--- src/design/lkvc_pkg.sv ---
package lkvc_pkg;

  localparam int KEY_W        = 16;
  localparam int VAL_W        = 32;
  localparam int CAP_W        = 5;
  localparam int ENTRIES_DFLT = 16;

  localparam logic [CAP_W-1:0] CAP_RESET = CAP_W'(16);

  // mode codes (s_axis_tuser)
  localparam logic MODE_GET = 1'b0;
  localparam logic MODE_SET = 1'b1;

  typedef struct packed {
    logic             valid;
    logic [KEY_W-1:0] key;
    logic [VAL_W-1:0] value;
  } entry_t;

  // per-cycle controls broadcast to every cell
  typedef struct packed {
    logic capture;  // latch compare result against the incoming key
    logic update;   // apply recency shift
    logic hit_any;  // some cell matched
    logic is_set;
    logic clip;     // capacity written: drop entries past new capacity
  } cell_ctl_t;

endpackage

--- src/design/lkvc_cell.sv ---
module lkvc_cell (
  input  logic                         clk,
  input  logic                         rst,
  input  lkvc_pkg::cell_ctl_t          ctl,
  input  logic [lkvc_pkg::KEY_W-1:0]   cmp_key,
  input  logic                         below_cap,
  input  logic                         below_new_cap,
  input  lkvc_pkg::entry_t             prev,
  input  logic                         seen_in,
  output lkvc_pkg::entry_t             cur,
  output logic                         match,
  output logic                         seen_out,
  output logic [lkvc_pkg::VAL_W-1:0]   match_value
);

  logic                       valid;
  logic [lkvc_pkg::KEY_W-1:0] key;
  logic [lkvc_pkg::VAL_W-1:0] value;
  logic                       shift;

  // hit: everything up to and including the matching cell moves back one
  // set miss: fill or push back up to the first free cell, bounded by capacity
  assign shift = ctl.hit_any ? !seen_in : (ctl.is_set && below_cap && prev.valid);

  always_ff @(posedge clk) begin
    if (rst) begin
      valid <= 1'b0;
      match <= 1'b0;
    end else begin
      if (ctl.capture) begin
        match <= valid && (key == cmp_key);
      end
      if (ctl.update && shift) begin
        valid <= prev.valid;
      end else if (ctl.clip) begin
        valid <= valid && below_new_cap;
      end
    end
  end

  always_ff @(posedge clk) begin
    if (ctl.update && shift) begin
      key   <= prev.key;
      value <= prev.value;
    end
  end

  assign cur.valid   = valid;
  assign cur.key     = key;
  assign cur.value   = value;
  assign seen_out    = seen_in | match;
  assign match_value = match ? value : '0;

endmodule

--- src/design/lru_key_value_cache.sv ---
// LRU key/value cache: a fully associative store of up to ENTRIES key/value
// pairs held in a row of cells in recency order, cell 0 being the most recent.
// Each input transfer carries mode (tuser: 0 get, 1 set), key and write_value;
// each produces exactly one result transfer with hit (tuser) and read_value
// (tdata: the stored value on a get hit, otherwise zero). A hit, get or set,
// moves the entry to the front; a set miss inserts at the front and, once the
// store holds capacity entries, drops the least recent one. capacity (cfg_we /
// cfg_wdata) counts entries in use, 0 acting as 1 and values above ENTRIES
// acting as ENTRIES; lowering it drops the excess entries at once. Write it only
// while the cache is idle. The key is compared in all cells as the transfer is
// accepted; the update state then runs the match chain and shifts the cells
// that move one place toward the back in parallel, and stalls only while the
// output register is full and not being drained. A new item is taken while the
// previous result still waits in the output register.
module lru_key_value_cache #(
  parameter int ENTRIES = lkvc_pkg::ENTRIES_DFLT
) (
  input  logic                          clk,
  input  logic                          rst,
  // configuration: capacity
  input  logic                          cfg_we,
  input  logic [lkvc_pkg::CAP_W-1:0]    cfg_wdata,
  // request stream
  input  logic                          s_axis_tvalid,
  output logic                          s_axis_tready,
  input  logic [47:0]                   s_axis_tdata,  // [15:0] key, [47:16] write_value
  input  logic                          s_axis_tuser,  // [0] mode
  // result stream
  output logic                          m_axis_tvalid,
  input  logic                          m_axis_tready,
  output logic [31:0]                   m_axis_tdata,  // [31:0] read_value
  output logic                          m_axis_tuser   // [0] hit
);

  localparam logic S_IDLE = 1'b0;
  localparam logic S_UPD  = 1'b1;

  logic                          state;
  logic                          state_next;
  logic [lkvc_pkg::CAP_W-1:0]    capacity;
  logic [lkvc_pkg::KEY_W-1:0]    req_key;
  logic [lkvc_pkg::VAL_W-1:0]    req_value;
  logic                          req_set;
  logic                          out_valid;
  logic                          out_hit;
  logic [lkvc_pkg::VAL_W-1:0]    out_value;

  logic                          in_fire;
  logic                          upd_fire;
  lkvc_pkg::cell_ctl_t           ctl;
  lkvc_pkg::entry_t              front;
  lkvc_pkg::entry_t              ent       [ENTRIES];
  logic [lkvc_pkg::VAL_W-1:0]    mval      [ENTRIES];
  logic [ENTRIES:0]              seen;
  logic [ENTRIES-1:0]            match_vec;
  logic [ENTRIES-1:0]            valid_vec;
  logic [ENTRIES-1:0]            below_cap;
  logic [ENTRIES-1:0]            below_new_cap;
  logic                          hit_any;
  logic [lkvc_pkg::VAL_W-1:0]    hit_value;

  assign s_axis_tready = (state == S_IDLE);
  assign in_fire       = s_axis_tvalid && s_axis_tready;
  // update only when the result register is free or being drained
  assign upd_fire      = (state == S_UPD) && (!out_valid || m_axis_tready);

  always_comb begin
    state_next = state;
    unique case (state)
      S_IDLE: if (in_fire) state_next = S_UPD;
      S_UPD:  if (upd_fire) state_next = S_IDLE;
      default: state_next = S_IDLE;
    endcase
  end

  always_ff @(posedge clk) begin
    if (rst) begin
      state     <= S_IDLE;
      capacity  <= lkvc_pkg::CAP_RESET;
      out_valid <= 1'b0;
    end else begin
      state <= state_next;
      if (cfg_we) begin
        capacity <= cfg_wdata;
      end
      if (upd_fire) begin
        out_valid <= 1'b1;
      end else if (m_axis_tready) begin
        out_valid <= 1'b0;
      end
    end
  end

  always_ff @(posedge clk) begin
    if (in_fire) begin
      req_key   <= s_axis_tdata[15:0];
      req_value <= s_axis_tdata[47:16];
      req_set   <= (s_axis_tuser == lkvc_pkg::MODE_SET);
    end
    if (upd_fire) begin
      out_hit   <= hit_any;
      out_value <= req_set ? '0 : hit_value;
    end
  end

  // matches are unique, so the hit value is a plain OR over the cells
  always_comb begin
    hit_value = '0;
    for (int i = 0; i < ENTRIES; i++) begin
      hit_value = hit_value | mval[i];
    end
  end

  assign hit_any     = |match_vec;
  assign front.valid = 1'b1;
  assign front.key   = req_key;
  assign front.value = req_set ? req_value : hit_value;

  assign ctl.capture = in_fire;
  assign ctl.update  = upd_fire;
  assign ctl.hit_any = hit_any;
  assign ctl.is_set  = req_set;
  assign ctl.clip    = cfg_we;

  assign seen[0] = 1'b0;

  for (genvar i = 0; i < ENTRIES; i++) begin : g_cell
    // position i lies inside the capacity when i < max(capacity, 1)
    if (i == 0) begin : g_first
      assign below_cap[i]     = 1'b1;
      assign below_new_cap[i] = 1'b1;
    end else if (i < (1 << lkvc_pkg::CAP_W)) begin : g_mid
      assign below_cap[i]     = capacity  > lkvc_pkg::CAP_W'(i);
      assign below_new_cap[i] = cfg_wdata > lkvc_pkg::CAP_W'(i);
    end else begin : g_far
      assign below_cap[i]     = 1'b0;
      assign below_new_cap[i] = 1'b0;
    end

    lkvc_pkg::entry_t prev;
    if (i == 0) begin : g_head
      assign prev = front;
    end else begin : g_link
      assign prev = ent[i-1];
    end

    lkvc_cell u_cell (
      .clk           (clk),
      .rst           (rst),
      .ctl           (ctl),
      .cmp_key       (s_axis_tdata[15:0]),
      .below_cap     (below_cap[i]),
      .below_new_cap (below_new_cap[i]),
      .prev          (prev),
      .seen_in       (seen[i]),
      .cur           (ent[i]),
      .match         (match_vec[i]),
      .seen_out      (seen[i+1]),
      .match_value   (mval[i])
    );

    assign valid_vec[i] = ent[i].valid;
  end

  assign m_axis_tvalid = out_valid;
  assign m_axis_tdata  = out_value;
  assign m_axis_tuser  = out_hit;

  // a key lives in at most one cell
  assert property (@(posedge clk) disable iff (rst) $onehot0(match_vec))
    else $error("key matched in more than one cell");

  // valid cells form a contiguous run from the front
  assert property (@(posedge clk) disable iff (rst)
    ((valid_vec + ENTRIES'(1)) & valid_vec) == '0)
    else $error("valid cells not contiguous");

  // occupancy never exceeds the effective capacity
  assert property (@(posedge clk) disable iff (rst)
    ($countones(valid_vec) <= int'(capacity)) || ($countones(valid_vec) <= 1))
    else $error("occupancy above capacity");

  // a set always leaves a valid entry at the front
  assert property (@(posedge clk) disable iff (rst)
    (upd_fire && req_set) |=> valid_vec[0])
    else $error("front cell empty after set");

  // the update state is held until the update fires
  assert property (@(posedge clk) disable iff (rst)
    (state == S_UPD && !upd_fire) |=> (state == S_UPD))
    else $error("update cycle lost");

endmodule
--- config.mk ---
export PLATFORM = sky130hd
export DESIGN_NAME = lru_key_value_cache
export DESIGN_NICKNAME = d
export VERILOG_FILES = /design/src/design/lkvc_pkg.sv /design/src/design/lkvc_cell.sv /design/src/design/lru_key_value_cache.sv
export SDC_FILE = /design/constraint.sdc
export NUM_CORES = 1
export LEC_CHECK = 0
export ABC_AREA = 1
export ABC_CLOCK_PERIOD_IN_PS = 6530
export BUFFER_PORTS_ARGS = -buffer_cell sky130_fd_sc_hd__clkbuf_2
export CAP_MARGIN = 5
export CORE_ASPECT_RATIO = 1.1
export CORE_UTILIZATION = 40
export CTS_BUF_LIST = sky130_fd_sc_hd__clkbuf_16
export DETAILED_ROUTE_END_ITERATION = 10
export GPL_TIMING_DRIVEN = 1
export PLACE_DENSITY = 0.58
export SETUP_SLACK_MARGIN = 0.02
export SLEW_MARGIN = 15
export SYNTH_ARGS = -nofsm -noshare
export SYNTH_HDL_FRONTEND = slang
export SYNTH_SLANG_ARGS = --single-unit
--- constraint.sdc ---
create_clock -name clk -period 6.53 [get_ports clk]
set_input_delay 0.653 -clock clk [delete_from_list [all_inputs] [get_ports clk]]
set_output_delay 0.653 -clock clk [all_outputs]
set_load 0.005 [all_outputs]
# Word level (Yosys, flattened, before mapping)
# Cells that the tools add are included.
# classes
magnitude_cmp	30
n_eq_ne	16
muxes	68
bitwise	30
reduce_logical	113
# ops
cell	count
32-bit two-way mux	17
32-bit OR	15
16-bit equality test	16
5-bit by 4-bit greater-than comparator with 1-bit output, second input constant	16
1-bit logical AND	79
1-bit two-way mux	50
5-bit by 3-bit greater-than comparator with 1-bit output, second input constant	8
2-bit nonzero test	16
5-bit by 2-bit greater-than comparator with 1-bit output, second input constant	4
1-bit zero test	16
16-bit OR reduction	1
1-bit OR	14
5-bit by 1-bit greater-than comparator with 1-bit output, second input constant	2
1-bit one-hot mux with 2 select lines	1
1-bit logical OR	1
1-bit NOT	1
# totals
register_bits	889
input_bits	59
out_inout_bits	35
elab_cells	329

# Logic depth before layout (Yosys ltp)
# Gate-level depths: netlist of the first run.
# logic_depth
word_depth	18
depth_mapped	12
mapped_depth_nobuf	11

# Modules after synthesis
# From an unflattened synthesis of the first run, not the netlist that was laid out.
# unflattened
cells_unflattened	4025
area_unflattened_um2	39085.0
# by_module_without_submodules
mod	instances	cells_per_inst	area_each_um2
lkvc_cell	16	202	2108.3
lru_key_value_cache	1	793	5352.6

# Worst setup path after synthesis of the first run
# Ideal clock, no wire load.
# synth_path
path_kind	register -> register
start	register req_set
end	register g_cell[10].u_cell.key[0] in the netlist's numbering, enable pin
setup_time_ns	0.515
t_arrival_ns	4.272
required_ns	6.015
setup_slack_ns	1.743
stages_incl_launch_ff	7
period_less_slack_ns	4.787
path_cell_list	edfxtp_1 buf_4 inv_2 nor2_1 and3_1 a21oi_1 nor3_1
# synth_via
elab_chain_cells	4
# synth_rtl
element	line_no	rtl
start, declared	lru_key_value_cache.sv:43	logic req_set;
start signal, assigned	lru_key_value_cache.sv:98	req_set <= (s_axis_tuser == lkvc_pkg::MODE_SET);
1-bit logical AND (2 in series)	lkvc_cell.sv:23	assign shift = ctl.hit_any ? !seen_in : (ctl.is_set && below_cap && prev.valid);
1-bit two-way mux	lkvc_cell.sv:23	
1-bit logical AND	lkvc_cell.sv:42	if (ctl.update && shift) begin
end signal, assigned	lkvc_cell.sv:43	key <= prev.key;
end, declared	lkvc_cell.sv:17	logic [lkvc_pkg::KEY_W-1:0] key;
# Every way passes these cells.
# A chain may end at the register's enable or synchronous reset.

# Final worst setup path of the first run
# layout_path
start	register g_cell[13].u_cell.match
end	register g_cell[6].u_cell.value[23] in the netlist's numbering, enable pin
# layout_via
elab_chain_cells	3
# layout_rtl
element	line_no	rtl
start, declared	lkvc_cell.sv:11	output logic match,
start signal, assigned	lkvc_cell.sv:31	match <= valid && (key == cmp_key);
16-bit OR reduction	lru_key_value_cache.sv:114	assign hit_any = |match_vec;
1-bit two-way mux	lkvc_cell.sv:23	
1-bit logical AND	lkvc_cell.sv:42	
end signal, assigned	lkvc_cell.sv:44	value <= prev.value;
end, declared	lkvc_cell.sv:18	logic [lkvc_pkg::VAL_W-1:0] value;
# Every way passes these cells.

==> results of run 1 <==
[cells in the mapped netlist (13+ instances only)]
library cell	instances
nand4_1	83
xnor2_1	69
clkbuf_1	43
o22ai_1	13
a22o_1	32
nand3_1	69
nand2_1	572
a21oi_1	44
nor2_1	184
nor3_1	21
xor2_1	75
buf_2	50
dfxtp_1	39
a221oi_1	69
or2_2	23
o21ai_0	53
nor4_1	35
inv_1	113
edfxtp_1	850
[routing by layer]
metal  share of wire [%]  routed length (um)  GRT usage [%]
met1                  41               39600          29.69
met2                  48               46660          35.95
met3                 8.2                7965          3.250
met4                 3.2                3090          8.133
met5                   0                   0              0
[cell families (layout without fill, tap and decap cells)]
| logic type | count (synthesis) | in the layout |
|---|---|---|
| DFF | 889 | 889 |
| AOI/OAI and AO/OA | 241 | 241 |
| xor gates and xnor gates | 144 | 144 |
| buffers and inverters | 235 | 422 |
| other | 0 | 1 |
| and+or+nand+nor | 1026 | 1026 |
[critical path, cell delays in order (launching register included)]
cell and delay, ns:
dfxtp_2 1.13, inv_2 0.13, nand3_1 0.16, nor2_2 0.09
nand2_4 0.17, a31oi_4 0.06, nor3_4 0.71, buf_4 0.69
[metrics by stage]
stage | util (%) | hold slack [ns] | power [mW] | instances
floorplan | - | 0.4003 | 6.529 | 2535
global placement | 42.32 | 0.4014 | 6.660 | 3702
detailed placement | 42.32 | 0.4045 | 6.665 | 3702
CTS | 45.58 | 0.1358 | 11.54 | 3872
global route | 45.58 | 0.1537 | 11.78 | 3872
finish | 45.58 | 0.1674 | 11.47 | 3873
[cell usage in the layout (no fill, tap or decap), drive strengths merged]
cell type    n
o211ai       4
nand2      576
dfxtp       39
clkinv      52
a22o        32
o22ai       13
nand4       84
nand3b       5
or2         25
and3         3
inv        144
bufinv       2
a21o         1
nor3b       10
a211oi       9
o21ai       55
diode        1
a221oi      69
a21oi       48
clkbuf     187
nor3        24
xor2        75
edfxtp     850
o31ai        1
nor4b        1
a31oi        7
clkinvlp     1
buf         36
a21boi       1
nand3       70
o2111ai      1
nor4        35
nor2       193
xnor2       69
[state kept, by name, summed over array words and instances (netlist names)]
| name | cells |
|---|---|
| g_cell.u_cell.match | 16 |
| capacity | 5 |
| m_axis_tdata | 32 |
| m_axis_tuser | 1 |
| g_cell.u_cell.value | 512 |
| g_cell.u_cell.valid | 16 |
| req_value | 32 |
| m_axis_tvalid | 1 |
| state | 1 |
| req_key | 16 |
| g_cell.u_cell.key | 256 |
| req_set | 1 |
[area by class of cell]
type,instances,area share [%]
Inverter,123,1.178
Clock inverter,76,1.152
Tap cell,1150,3.660
Antenna cell,1,0.006366
Timing Repair Buffer,129,1.872
Clock buffer,94,5.984
Multi-Input combinational cell,1411,19.18
Sequential cell,889,66.97
[worst paths after layout]
path                           endpoint  depth (start not counted)  slack (ns)                    start
min reg2reg     g_cell[0].u_cell.key[6]                          0        0.42               req_key[6]
max          g_cell[6].u_cell.value[23]                          7        2.96  g_cell[13].u_cell.match
min                       req_value[19]                          1        0.17         s_axis_tdata[35]
max reg2reg  g_cell[6].u_cell.value[23]                          7        2.96  g_cell[13].u_cell.match
[power groups by stage]
stage          Clock (mW)  Sequential, mW  Combinational (mW)
2_1_floorplan           0            6.36               0.168
3_3_place_gp            0            6.37               0.288
3_5_place_dp            0            6.37               0.293
4_1_cts              4.99            6.25               0.294
5_1_grt              5.21            6.25               0.317
6_report             4.92            6.25               0.294
==> metrics.md, run 1 <==
| Metric | Value |
|---|---|
| Outcome | completed |
| Number of top-level pins | 94 |
| Post-CTS setup buffer count | 0 |
| Unrepaired setup endpoints after global routing | false |
| Synth top area cells | edfxtp_1 73%, nand2_1 6.2%, dfxtp_1 2.2%, nor2_1 2.0%, xor2_1 1.9% |
| Slew headroom | 19.12% |
| Num CTS Buffers | 92 |
| Final Critical Period | 3.571 ns |
| Crit path arrival time | 3.84 ns |
| Via density | 5.553 |
| Post-Synth Simple-Gate Area | 12.98% |
| Xor and xnor area share after synthesis | 3.626% |
| P_leak | 13.63 nW |
| Synth Area in Compound Gates | 4.907% |
| Synth area leader | edfxtp_1 |
| # clock sinks | 889 |
| Synth warn | 0 |
| Area growth from synthesis to layout | 13.02% |
| Nets | 2705 |
| Clock buffer depth | 3 |
| Top_reg_cell synth | edfxtp_1 |
| Pwr Density | 291.7 mW/mm2 |
| Fmax | 280.0 MHz |
| Mean routed wirelength per cell | 25.13 um |
| Top cell type's share of synthesized area | 73.39% |
| Largest net degree at the start of global routing | 74 |
| CP required | 6.80 ns |
| Detailed Route WL | 97320 um |
| Syn Inst Count | 2535 |
| Via count | 21.51k |
| Core Region | 0.08625 mm2 |
| Final setup fails | 0 |
| Global Route Usage Sum | 21.95% |
| Antenna Nets Post-Route | 0 |
| Worst-Margin Slew | 1.213 ns |
| First-pass GRT wire length | 142900 um |
| # rows | 113 |
| Die area | 0.08814 mm2 |
| Critical path class | reg2reg |
| Asr flop ratio synth | 0% |
| Switching Share | 21.45% |
| Sw Pwr | 2.460 mW |
| Clock Skew | 0.04348 ns |
| Combinational power share | 2.6% |
| Area post-placement | 0.03650 mm2 |
| Area of the multi-input gates | 0.007540 mm2 |
| Cell Area, Synth | 0.03478 mm2 |
| Register area share after synthesis | 75.63% |
| Dpl ws | 2.672 ns |
| CTS tree | yes |
| Seq. cell area | 0.02633 mm2 |
| Max Slew Vio Count | 0 |
| Syn nets | 2594 |
| Cell Int Power | 9.007 mW |
| Setup ws final | 2.959 ns |
| CTS-repair resized insts | 0 |
| Die height | 311.3 um |
| Initial antenna violation count | 0 |
| Critical path endpoint category | register |
| Setup TNS | 0 ns |
| Yosys reg bits | 889 |
| Average size of a mapped cell | 13.72 um2 |
| Mux cell area share after synthesis | 0% |
| Gpl congestion | 0.9189 |
| Synth cell types | 50 |
| Peak supply drop | 213.8 uV |
| Hold Crit Class | in2reg |
| Initial core utilization | 40.33% |
| # H-tree levels | 3 |
| Post-Synth Adder-Cell Area | 0% |
| Max cap viols | 0 |
| Largest family of logic cells by synthesized area | simple AND/OR/NAND/NOR gates |
| Fillcell total | 7617 |
| CTS clk-pin slew, worst paths | 0.06 ns |
| Clock Power Share | 42.9% |
| Final Hold Fails | 0 |
| Share of layout cells above drive strength 1 | 12.45% |
| Fin crit share | 54.69% |
| Initial drt markers | 2344 |
| Reg power frac | 54.5% |
| Drt first pass iters | 5 |
| Vias in the first global route | 21.86k |
| Die span in x | 283.2 um |
| CTS Hold Bufs | 0 |
| Crit start category | register |
| Crit-path max FO | 35 |
| Number of synthesized flops with an enable pin | 850 |
| Design Area, Final | 0.03931 mm2 |
| DRC violations left | 0 |
| Worst-skew pair later-pin latency | 0.66 ns |
| Congestion Overflow GR | 0 |
| I/O Buffers | 93 |
| Dpl hpwl | 59510 um |
| CTS root buf | clkbuf_16 |
(Power assumes the default switching activity.)
==> inputs of run 2 (changes only) <==
ABC_CLOCK_PERIOD_IN_PS = 3450   (was 6530)
clock period = 3.45 ns   (was 6.53 ns; I/O delays follow)
==> metrics.md, run 2 (same netlist as run 1, synthesis figures left out) <==
| Metric | Value |
|---|---|
| Via density | 5.489 |
| Share of layout cells above drive strength 1 | 13.62% |
| P_leak | 14.01 nW |
| DRC violations left | 0 |
| Detailed Route WL | 96670 um |
| Crit-path max FO | 19 |
| Post-CTS setup buffer count | 0 |
| Clock buffer depth | 3 |
| Sw Pwr | 4.736 mW |
| Gpl congestion | 0.8864 |
| Via count | 21.59k |
| Setup TNS | 0 ns |
| Final Critical Period | 2.618 ns |
| Area growth from synthesis to layout | 15.94% |
| Pwr Density | 563.2 mW/mm2 |
| Num CTS Buffers | 92 |
| Number of top-level pins | 94 |
| CTS clk-pin slew, worst paths | 0.07 ns |
| CTS Hold Bufs | 34 |
| Clock Skew | 0.04549 ns |
| Reg power frac | 52.1% |
| Nets | 2764 |
| Fin util | 46.76% |
| Crit-path max cell delay | 0.59 ns |
| Cell Int Power | 17.98 mW |
| CTS tree | yes |
| Inst Count DP | 3727 |
| Unrepaired setup endpoints after global routing | false |
| Die span in x | 283.2 um |
| Fin crit share | 75.88% |
| Critical path class | reg2reg |
| Largest net degree at the start of global routing | 68 |
| I/O Buffers | 93 |
| Initial drt markers | 2154 |
| Biggest regs | g_cell.u_cell.value x512, g_cell.u_cell.key x256 |
| Critical path's slowest cell | nor2_4 |
| Switching Share | 20.85% |
| CTS root buf | clkbuf_16 |
| Die area | 0.08814 mm2 |
| Combinational power share | 2.6% |
| CTS-repair resized insts | 0 |
| First-pass GRT wire length | 142900 um |
| Critical Path, Cell by Cell | inv_2 > a21oi_4 > inv_1 > nor2_1 > a31oi_1 > nor2_4 > buf_12 |
| Vias in the first global route | 21.88k |
| Peak supply drop | 475.5 uV |
| Worst-Margin Slew | 0.8537 ns |
| Die height | 311.3 um |
| Fin cells | 3933 |
| CP required | 3.80 ns |
| Clock Power Share | 45.3% |
| Global Route Usage Sum | 21.88% |
| Outcome | completed |
| Critical path endpoint category | register |
| Max cap viols | 0 |
| Max Slew Vio Count | 0 |
| Fmax | 382.0 MHz |
| Worst-skew pair later-pin latency | 0.66 ns |
| Core Region | 0.08625 mm2 |
| Congestion Overflow GR | 0 |
| Crit path arrival time | 2.97 ns |
| Drt first pass iters | 6 |
| Hold Crit Class | in2reg |
| Max reg flops | 512 |
| Initial core utilization | 40.33% |
| Mean routed wirelength per cell | 24.58 um |
| # rows | 113 |
| Crit start category | register |
| Antenna Nets Post-Route | 0 |
| # clock sinks | 889 |
| Commonest cells after routing, fill and taps aside | 850 x edfxtp_1, 572 x nand2_1, 182 x nor2_1, 113 x inv_1 |
| # H-tree levels | 3 |
| Most common cell after layout, fill and taps aside | edfxtp_1 |
| Final setup fails | 0 |
| Slew headroom | 42.56% |
| Final Hold Fails | 0 |
| Dpl hpwl | 60810 um |
| Top reg by flops | g_cell.u_cell.value |
| Initial antenna violation count | 2 |
run 2: final timing paths:
kind	start	end	slack [ns]	cells past startpoint
worst max-delay path	req_set	g_cell[14].u_cell.value[11]	0.83	7
worst min-delay path	cfg_wdata[3]	capacity[3]	0.04	3
worst max register to register	req_set	g_cell[14].u_cell.value[11]	0.83	7
worst min register to register	req_key[13]	g_cell[0].u_cell.key[13]	0.39	0
run 2: layer usage:
layer	track usage, %	wire [um]	up-vias
li1	-	-	9507
met1	29.37	39310	10850
met2	35.71	45970	1038
met3	4.275	8458	191
met4	7.174	2899	4
met5	0	26	-
run 2: worst max-delay path, delay by kind of cell (launching register included):
kind / cells / cell delay (ns)
compound gates: 2 / 0.42
buf+inv: 3 / 0.61
flops: 1 / 0.51
simple gates: 2 / 0.78
run 2: final cells by class:
type                       count  area [um2]
tap                         1150        1439
timing repair buffer         188        1401
inverter                     123       462.9
clock inverter                78       822.0
fill                        7526       45920
sequential                   889       26330
clock buffer                  93        2327
multi-input combinational   1411        7546
antenna                        1       2.502
run 2: stage by stage:
stage	hold slack [ns]	area, um2	total power, mW	setup WS (ns)
global route	0.05197	40320	23.32	0.7179
global placement	0.4013	36830	12.60	0.8797
floorplan	0.4003	34790	12.36	0.04067
finish	0.04352	40330	22.71	0.8323
CTS	0.008967	40320	22.88	0.8152
detailed placement	0.4056	36830	12.61	0.8263
run 2: power groups by stage:
stage          clock (mW)  combinational [mW]  sequential, mW
3_3_place_gp            0               0.546            12.1
4_1_cts              10.5               0.593            11.8
3_5_place_dp            0               0.557            12.1
2_1_floorplan           0               0.319            12.0
5_1_grt              10.9               0.639            11.8
6_report             10.3               0.590            11.8
